[config.mk]
export PLATFORM = sky130hd
export DESIGN_NAME = smw_isqrt_pipe
export DESIGN_NICKNAME = d
export VERILOG_FILES = /design/src/rtl/smw_isqrt_pipe.sv
export SDC_FILE = /design/constraint.sdc
export NUM_CORES = 2
export LEC_CHECK = 0
export ABC_AREA = 1
export BUFFER_PORTS_ARGS = -buffer_cell sky130_fd_sc_hd__buf_2
export CAP_MARGIN = 20
export CORE_ASPECT_RATIO = 1.1
export CORE_MARGIN = 5
export CORE_UTILIZATION = 30
export DETAILED_ROUTE_END_ITERATION = 6
export GPL_TIMING_DRIVEN = 0
export HOLD_SLACK_MARGIN = 0.03
export MAX_ROUTING_LAYER = met4
export PLACE_DENSITY = 0.41
export SYNTH_ARGS = -nofsm -noshare
export SYNTH_HDL_FRONTEND = slang
export SYNTH_SLANG_ARGS = --single-unit
[constraint.sdc]
create_clock -name i_clk -period 2.95 [get_ports i_clk]
set_clock_uncertainty 0.2 [all_clocks]
set_input_delay 0.295 -clock i_clk [delete_from_list [all_inputs] [get_ports i_clk]]
set_output_delay 0.295 -clock i_clk [all_outputs]
set_load 0.05 [all_outputs]
[src/rtl/smw_isqrt_pipe.sv]
// ----------------------------------------------------------------------------
// smw_isqrt_pipe
// Pipelined floor integer square root, one root bit per stage.
// ----------------------------------------------------------------------------
module smw_isqrt_pipe #(
    parameter int IW = 60,
    parameter int SW = 1
) (
    input  logic            i_clk,
    input  logic            i_rst_n,
    input  logic            i_en,
    input  logic            i_valid,
    input  logic [IW-1:0]   i_rad,
    input  logic [SW-1:0]   i_side,
    output logic            o_valid,
    output logic [IW/2-1:0] o_root,
    output logic [SW-1:0]   o_side
);

    localparam int RW = IW / 2;
    localparam int EW = RW + 3;

    logic [EW-1:0] r_rem  [RW];
    logic [RW-1:0] r_root [RW];
    logic [IW-1:0] r_rad  [RW];
    logic          r_val  [RW];
    logic [SW-1:0] r_side [RW];

    for (genvar k = 0; k < RW; k++) begin : g_stage
        logic [EW-1:0] rem_in;
        logic [RW-1:0] root_in;
        logic [IW-1:0] rad_in;
        logic          val_in;
        logic [SW-1:0] side_in;
        logic [EW-1:0] shifted;
        logic [EW-1:0] trial;
        logic          ge;
        logic [EW-1:0] n_rem;
        logic [RW-1:0] n_root;

        if (k == 0) begin : g_first
            assign rem_in  = '0;
            assign root_in = '0;
            assign rad_in  = i_rad;
            assign val_in  = i_valid;
            assign side_in = i_side;
        end else begin : g_rest
            assign rem_in  = r_rem[k-1];
            assign root_in = r_root[k-1];
            assign rad_in  = r_rad[k-1];
            assign val_in  = r_val[k-1];
            assign side_in = r_side[k-1];
        end

        always_comb begin
            shifted = {rem_in[EW-3:0], rad_in[IW-1:IW-2]};
            trial   = {1'b0, root_in, 2'b01};
            ge      = (shifted >= trial);
            n_rem   = ge ? (shifted - trial) : shifted;
            n_root  = {root_in[RW-2:0], ge};
        end

        always_ff @(posedge i_clk) begin
            if (!i_rst_n) begin
                r_val[k] <= 1'b0;
            end else if (i_en) begin
                r_val[k] <= val_in;
            end
        end

        always_ff @(posedge i_clk) begin
            if (i_en) begin
                r_rem[k]  <= n_rem;
                r_root[k] <= n_root;
                r_rad[k]  <= {rad_in[IW-3:0], 2'b00};
                r_side[k] <= side_in;
            end
        end
    end

    assign o_valid = r_val[RW-1];
    assign o_root  = r_root[RW-1];
    assign o_side  = r_side[RW-1];

endmodule

==> summary.md <==
| Metric | Value |
|---|---|
| CTS sink count | 2,251 |
| Final hold violations | 0 |
| Fmax | 353 MHz |
| Reg2Reg Depth | 12 |
| Post-synth top area cell | edfxtp_1 |
| Initial antenna violation count | 5 |
| Maxcap violations | 0 |
| Layout cells sized above 1 | 6.81% |
| Final GP Congestion | 0.874 |
| DR vias | 89,764 |
| CTS Buf Count | 277 |
| Status | finished, final reports clean |
| Adder-Cell Fraction of Synth Area | 5.05% |
| Drc violations | 0 |
| RR Startpoint | r_root[1][192] |
| Kind of critical path | reg -> reg |
| Synth warnings | 0 |
| Netlist cell types | 54 |
| CP Capture Type | register |
| Hold endpoint | r_root[0][401] |
| CTS H-tree lvls | 5 |
| Setup slack, reg-to-reg | 0.12 ns |
| Num rows | 246 |
| Final Max Slew Viols | 0 |
| Reg-to-reg endpoint | r_rem[1][248] |
| Max VDD drop | 0.477 mV |
| Largest family of logic cells by synthesized area | simple AND/OR/NAND/NOR gates |
| Via density | 4.43 |
| Crit-path max FO | 10 |
| Final setup viols | 0 |
| Ports | 97 |
| Pre-antenna DRT Iters | 6 |
| Root buffer cell | clkbuf_16 |
| Final min period | 2.83 ns |
| Asr flop ratio synth | 0% |
| EDFF count, synth | 2,250 |
| Worst min path class | in -> reg |
| PwrDens | 691 nW/µm² |
| Syn_nets | 14,559 |
| Worst-skew pair later-pin latency | 0.91 ns |
| Mux cell area share after synthesis | 0% |
| Pleak | 63.6 nW |
| Period utilization | 96.0% |
| Worst hold path depth | 4 |
| Avg WL per Cell | 17.7 µm |
| Longest Clk Path Bufs | 4 |
| Top FF cell, synth | edfxtp_1 |
| GRT overflow | 0 |
| DIE AREA | 422,000 µm² |
| Seq/Total Area, Yosys | 55.0% |
| Hpwl dp | 278,000 µm |
| Synth Area in Compound Gates | 3.86% |
| Syn Inst Count | 13,998 |
| Final Cell Area | 142,000 µm² |
| Most common cell after layout, fill and taps aside | nand2_1 |
| Nets | 15,137 |
| Most frequent cells in the layout | 4,701 x nand2_1, 2,391 x inv_1, 2,250 x edfxtp_1, 1,102 x nor2_1, 845 x nand3_1 |
| CP required | 3.49 ns |
| Initial Utilization | 30.1% |
| Worst-path clk slew | 0.06 ns |
| Port Buffer Count | 96 |
| Vias in the first global route | 87,305 |
| ANT nets after route | 0 |
| Post-Syn Area per Cell | 8.77 µm² |
| Cells taking the most area after synthesis | edfxtp_1 55%, nand2_1 14%, inv_1 7.3% |
| Iter 0 DRT Violations | 5,758 |
| First-pass GRT wire length | 540,000 µm |
| Largest net degree at the start of global routing | 174 |
| GRT Resource Usage Total | 17.0% |
| Final Util | 34.8% |
| Synthesized area | 123,000 µm² |
| Layout area overhead | 15.7% |
| Min-delay src | i_en |
| Die W | 620 µm |
| Die H | 681 µm |
| Slew headroom | 28.3% |
| Critical Path Source Type | register |
| Yosys reg bits | 2,251 |
| Synth top area share | 55.0% |
| Worst-Margin Slew | 1.07 ns |
| Synth Area in Simple Gates | 25.3% |
| XOR/XNOR share of the synthesized area | 2.46% |
| Critical path arrival | 3.37 ns |
| Core box area | 408,000 µm² |
| Post-placement cell area | 131,000 µm² |
| CTS tree | done |
| Routed WL | 358,000 µm |
| Fillers | 42,515 |
==> registers in the layout (all words and copies together), names as in the netlist <==
signal	count
r_rad	870
r_rem	856
r_val	30
r_root	465
r_side	30
==> area by class of cell <==
cell class	count	area, µm²	share of cell area (%)
clock inverter	153	1800	1.26
multi-input combinational	9188	45500	32.0
tap	5456	6830	4.80
buffer	132	1060	0.743
timing repair buffer	299	2960	2.08
sequential	2251	67600	47.6
antenna	4	10.0	0.00704
clock buffer	340	7210	5.08
inverter	2427	9120	6.42
==> what timing repair did <==
| item | CTS | global route |
|---|---|---|
| hold buffers | 129 | 14 |
| endpoints found under the setup margin | 317 | 428 |
| pin swaps | 0 | 9 |
| setup buffers | 13 | 27 |
| cloned | 4 | 1 |
| gates resized for setup | 20 | 113 |
| hold endpoints to repair | 306 | 67 |
==> cells by family (layout without fill, tap and decap cells) <==
kind of cell / count (synthesis) / in the layout
simple gates: 7441 / 7441
flops: 2251 / 2251
buf+inv: 2559 / 3351
xor+xnor: 345 / 345
compound gates: 905 / 905
other cells: 1 / 5
fa+ha+maj: 496 / 496
==> worst max-delay path by stage <==
stage | from | end | slack, ns
finish | r_root[1][192] | r_rem[1][248] | 0.12
detailed placement | i_en | r_rad[0][553] | -2.01
global route | r_root[0][390] | r_rem[0][462] | -0.01
floorplan | r_rem[1][112] | r_rem[1][153] | 0.69
CTS | r_root[0][340] | r_rem[0][416] | 0.01
global placement | i_en | r_rad[0][613] | -37.56
==> per-stage QoR <==
stage / hold slack, ns / worst slack, ns / total power [W] / instances / TNS (ns)
after global placement: 0.200 / -37.56 / 0.0597 / 19550 / -
after global routing: 0.0474 / -0.0118 / 0.104 / 20248 / -0.0213
after detailed placement: 0.205 / -2.01 / 0.0646 / 19565 / -945.01
after CTS: -0.416 / 0.0141 / 0.0998 / 20204 / 0
final: 0.0612 / 0.117 / 0.0982 / 20250 / 0
after floorplan: 0.194 / 0.686 / 0.0563 / 13998 / 0
==> critical path, cell delays in order (launching register included) <==
cell,delay [ns]
edfxtp_1,0.44
inv_1,0.09
ha_1,0.39
nand2_1,0.16
nor2_1,0.23
nand2_1,0.11
nor2_2,0.16
a21oi_1,0.10
nand3_2,0.10
buf_4,0.22
buf_6,0.18
nand2_1,0.12
nand2_1,0.14
==> cells in the mapped netlist, drive strengths merged (2+ instances only) <==
master	number
a31oi	4
and3	11
a21oi	543
o21a	6
nor2	1185
nand3	882
and2	29
edfxtp	2250
nor3	192
nor3b	20
nand3b	92
o2111ai	2
nor4	20
xnor2	95
or2	50
nand4	205
clkbuf	7
xor2	250
a21boi	5
a21o	14
o211ai	3
buf	125
o21bai	33
ha	496
nand2	4749
nand2b	4
o21ai	295
inv	2427
==> where the power goes <==
part           leakage, nW  switching [W]  internal, W
clock network         4.35         0.0139       0.0201
logic                 37.6         0.0151      0.00703
registers             21.7        0.00249       0.0396
total                 63.6         0.0314       0.0668
==> per-layer routing <==
layer / global-route usage, % / vias to the layer above / wire length [µm]
li1: - / 46524 / -
met1: 21.7 / 41455 / 163000
met2: 29.0 / 1356 / 176000
met3: 1.83 / 429 / 11300
met4: 3.76 / 0 / 8300
met5: - / - / 0
No activity file was read; power rests on OpenSTA's default activity.
