==> config.mk <==
export PLATFORM = sky130hd
export DESIGN_NAME = smw_div_pipe
export DESIGN_NICKNAME = d
export VERILOG_FILES = /design/src/rtl/smw_div_pipe.sv
export SDC_FILE = /design/constraint.sdc
export NUM_CORES = 2
export LEC_CHECK = 0
export BUFFER_PORTS_ARGS = -buffer_cell sky130_fd_sc_hd__buf_4
export CAP_MARGIN = 10
export CORE_UTILIZATION = 55
export DETAILED_ROUTE_END_ITERATION = 10
export PLACE_DENSITY = 0.71
export SYNTH_ARGS = -nofsm -noshare
export SYNTH_HDL_FRONTEND = slang
export SYNTH_SLANG_ARGS = --single-unit
export TNS_END_PERCENT = 30
==> constraint.sdc <==
create_clock -name i_clk -period 2.7 [get_ports i_clk]
set_clock_uncertainty 0.05 [all_clocks]
set_input_delay 0.135 -clock i_clk [delete_from_list [all_inputs] [get_ports i_clk]]
set_output_delay 0.135 -clock i_clk [all_outputs]
set_load 0.02 [all_outputs]
==> src/rtl/smw_div_pipe.sv <==
// ----------------------------------------------------------------------------
// smw_div_pipe
// Pipelined restoring divider, one quotient bit per stage.
// Caller guarantees num >> QW < den.
// ----------------------------------------------------------------------------
module smw_div_pipe #(
    parameter int QW = 29,
    parameter int DW = 11,
    parameter int SW = 1
) (
    input  logic             i_clk,
    input  logic             i_rst_n,
    input  logic             i_en,
    input  logic             i_valid,
    input  logic [QW+DW-1:0] i_num,
    input  logic [DW-1:0]    i_den,
    input  logic [SW-1:0]    i_side,
    output logic             o_valid,
    output logic [QW-1:0]    o_quot,
    output logic [SW-1:0]    o_side
);

    logic [DW-1:0] r_rem  [QW];
    logic [QW-1:0] r_low  [QW];
    logic [DW-1:0] r_den  [QW];
    logic          r_val  [QW];
    logic [SW-1:0] r_side [QW];

    for (genvar k = 0; k < QW; k++) begin : g_stage
        logic [DW-1:0] rem_in;
        logic [QW-1:0] low_in;
        logic [DW-1:0] den_in;
        logic          val_in;
        logic [SW-1:0] side_in;
        logic [DW:0]   trial;
        logic          ge;
        logic [DW-1:0] n_rem;
        logic [QW-1:0] n_low;

        if (k == 0) begin : g_first
            assign rem_in  = i_num[QW+DW-1:QW];
            assign low_in  = i_num[QW-1:0];
            assign den_in  = i_den;
            assign val_in  = i_valid;
            assign side_in = i_side;
        end else begin : g_rest
            assign rem_in  = r_rem[k-1];
            assign low_in  = r_low[k-1];
            assign den_in  = r_den[k-1];
            assign val_in  = r_val[k-1];
            assign side_in = r_side[k-1];
        end

        always_comb begin
            trial = {rem_in, low_in[QW-1]};
            ge    = (trial >= {1'b0, den_in});
            n_rem = ge ? DW'(trial - {1'b0, den_in}) : trial[DW-1:0];
            n_low = {low_in[QW-2:0], ge};
        end

        always_ff @(posedge i_clk) begin
            if (!i_rst_n) begin
                r_val[k] <= 1'b0;
            end else if (i_en) begin
                r_val[k] <= val_in;
            end
        end

        always_ff @(posedge i_clk) begin
            if (i_en) begin
                r_rem[k]  <= n_rem;
                r_low[k]  <= n_low;
                r_den[k]  <= den_in;
                r_side[k] <= side_in;
            end
        end
    end

    assign o_valid = r_val[QW-1];
    assign o_quot  = r_low[QW-1];
    assign o_side  = r_side[QW-1];

endmodule

==> metrics.md <==
| Metric | Value |
|---|---|
| Synthesized net count | `4542` |
| CP Data Arrival Time | `3110 ps` |
| Leakage Power | `28.45 nW` |
| Worst skew pair latency | `780 ps` |
| Root Driver | `clkbuf_16` |
| Unrepaired setup endpoints after global routing | `false` |
| Hold_sp | `i_den[1]` |
| Netlist cell types | `52` |
| DPL Wire Length | `68550 microns` |
| Min cycle time layout | `2651 ps` |
| Post-Synth Simple-Gate Area | `0.05438` |
| Avg Inst Size Synth | `15.68 sq um` |
| Max Slew Vio Count | `0` |
| Mux contribution to synthesized area | `0.05242` |
| Reg-to-reg startpoint | `r_den[1][44]$_DFFE_PP_` |
| Cell count after synthesis | `4139` |
| Status | `completed` |
| Peak VDD IR | `0.7837 mV` |
| Final nets | `4930` |
| WHS Path Cells | `2` |
| P&R area growth vs syn | `14.57%` |
| R2r worst-path depth | `9` |
| Req. time, crit path | `3160 ps` |
| Reg2reg end | `r_rem[1][57]$_DFFE_PP_` |
| H-tree depth | `4` |
| Router iterations before antenna repair | `7` |
| First-pass GRT wire length | `168200 microns` |
| Nature of the critical path endpoint | `flip-flop` |
| DR iter-0 viols | `2157` |
| Antenna viol nets, final | `0` |
| Critical Path Source Type | `input pin` |
| Dominant cell type by area after synthesis | `edfxtp_1` |
| Starting Density | `0.5568` |
| Total I/O pin count | `87` |
| Post-synth EDFFs | `1514` |
| Asr flop ratio synth | `0` |
| PD cells | `1032 nW/um^2` |
| CP max FO | `12` |
| Fin crit share | `0.9818` |
| Drt drc | `0` |
| Synth Area in Compound Gates | `0.06551` |
| Diodes inserted | `0` |
| Highest metal used | `met4` |
| Tot GR Track Use | `0.1744` |
| Commonest non-fill, non-tap cell in the layout | `edfxtp_1` |
| Routability cong. | `0.8508` |
| Setup slack, reg-to-reg | `90 ps` |
| Row count | `125` |
| Grt total ovfl | `0` |
| Xor and xnor fraction of the mapped netlist area | `0.03024` |
| Fmax | `0.3772 GHz` |
| End of the worst hold path | `r_den[0][1]$_DFFE_PP_` |
| Largest cells by area after synthesis | `edfxtp_1 70%, ha_1 6.2%, mux2_1 3.4%` |
| Layout cells sized above 1 | `0.1086` |
| Post-Syn Area | `64880 sq um` |
| Worst hold path type | `in -> reg` |
| Top cell type's share of synthesized area | `0.7007` |
| Max-Cap Viols | `0` |
| Adder-cell share of the synthesized area | `0.07016` |
| Final setup fails | `0` |
| Post-route insts no fill | `6175` |
| CTS max path bufs | `3` |
| CP Class | `in -> reg` |
| Fin Setup TNS | `0 ps` |
| Drt wl/cell | `16.68 microns` |
| CTS Buf Count | `156` |
| Vias in the first global route | `32980` |
| Max_slew headroom | `0.5706` |
| DR WL met2 | `48740 microns` |
| Tightest Pin Transition | `644.1 ps` |
| Routed wl met3 | `4000 microns` |
| Port buffer count | `86` |
| Die area | `119300 sq um` |
| Die Ht | `345.5 microns` |
| Initial antenna violation count | `0` |
| Main combinational cell family by area after synthesis | `adder cells` |
| Pin count of the biggest net entering global routing | `97` |
| Final Hold Viols | `0` |
| Clk slew on worst S/H paths | `50 ps` |
| Commonest non-fill, non-tap cells in the layout | `1514 x edfxtp_1, 372 x inv_1, 317 x ha_1` |
| DP Cell Count | `5782` |
| Design area | `74330 sq um` |
| DR vias | `33110` |
| Register area share after synthesis | `0.7010` |
| Detailed Route WL | `103000 microns` |
| Area of the core | `116500 sq um` |
| CTS tree | `built` |
| Die width | `345.5 microns` |
| Area after DPL | `68230 sq um` |
| Yosys reg bits | `1515` |
| Clk sinks | `1515` |
| DR vias/cell | `5.362` |
| Top_reg_cell synth | `edfxtp_1` |
| Ys Warns | `0` |
| Metal1 wirelength | `47660 microns` |
-- power breakdown --
group	switching [mW]	internal, mW	leakage, nW	total (mW)
Clock	8.82	11.5	2.39	20.3
Sequential	1.96	31.2	14.8	33.2
Combinational	11.7	11.4	11.2	23.2
-- cell usage after synthesis, drive strengths merged, types with 2 or more instances --
library cell  count
o2111ai          40
xnor2           185
o21bai            7
a211oi           34
nand4            30
xor2             39
a21o             64
a211o             7
o31ai            13
mux2            246
buf              44
nand3b           28
o22ai            14
or3b             13
ha              319
nor3b             7
o31a             27
o21ai           101
and3             38
and4             16
a31oi            28
or3              18
nand3            60
nor3             55
o221ai            4
fa               28
inv             373
edfxtp         1514
clkbuf           22
o211ai           20
nand2b           44
nor2            220
nor2b            55
mux2i            57
or2               2
a21oi           170
nand2            82
a21boi           16
o21a             73
o41ai            20
-- metrics by stage --
step / hold slack [ps] / util / power [mW] / setup slack, ps
final: 82.92 / 0.6379 / 76.70 / 49.23
after global routing: 52.62 / 0.6379 / 81.28 / 0.8338
after CTS: 7.872 / 0.6370 / 77.30 / 34.59
after detailed placement: 264.4 / 0.5856 / 56.33 / 7.175
after global placement: 263.0 / 0.5856 / 56.08 / 19.32
after floorplan: 183.9 / - / 50.63 / 213.7
-- worst max path at each step --
| stage | to | cells after the start | from |
|---|---|---|---|
| floorplan | r_rem[1][106]$_DFFE_PP_ | 9 | r_den[1][88]$_DFFE_PP_ |
| global placement | r_rem[1][58]$_DFFE_PP_ | 9 | r_den[1][44]$_DFFE_PP_ |
| detailed placement | r_rem[1][58]$_DFFE_PP_ | 9 | r_den[1][44]$_DFFE_PP_ |
| CTS | r_rem[1][58]$_DFFE_PP_ | 9 | r_den[1][44]$_DFFE_PP_ |
| global route | r_rem[0][148]$_DFFE_PP_ | 9 | r_den[0][132]$_DFFE_PP_ |
| finish | r_rem[0][2]$_DFFE_PP_ | 13 | i_num[28] |
-- state kept, by name (all words and copies together) (netlist names) --
| name | cells |
|---|---|
| r_low | 841 |
| r_den | 308 |
| r_rem | 308 |
| r_side | 29 |
| r_val | 29 |
-- worst max-delay path, cell delays in order --
cell	delay, ps
dlygate4sd3_1	540
buf_4	120
inv_2	40
ha_4	160
fa_2	390
nor2b_4	130
o21ai_1	90
nand3b_1	110
a21oi_1	80
o21ai_1	140
buf_4	230
mux2_1	360
dlygate4sd3_1	560
-- logic make-up (layout without fill, tap and decap cells) --
family                   count (synthesis)  after routing
flip-flops                            1515           1515
AND/OR/NAND/NOR                        669            669
AO/OA/AOI/OAI                          642            642
buffers and inverters                  439            951
adder cells (fa/ha/maj)                347            347
multiplexers                           303            303
XOR/XNOR                               224            224
-- layout make-up --
type,instances,area [sq um]
clock inverter,104,920.9
sequential,1515,45480
tap,1524,1907
fill,8290,42190
clock buffer,178,3986
multi-input combinational,2185,17760
timing repair buffer,296,2875
inverter,373,1400
-- layer usage --
metal / global-route usage / vias to the layer above
li1: - / 16410
met1: 0.2404 / 15930
met2: 0.2813 / 572
met3: 0.03001 / 196
met4: 0.06086 / 0
met5: 0 / -
-- repair_timing --
| action | CTS | global route |
|---|---|---|
| cloned | 0 | 0 |
| gates resized for setup | 0 | 26 |
| setup endpoints to repair | 8 | 90 |
| endpoints found under the hold margin | 150 | 0 |
| setup buffers | 1 | 4 |
| pin swaps | 0 | 9 |
| hold buffers | 107 | 0 |
(Power assumes the default switching activity.)
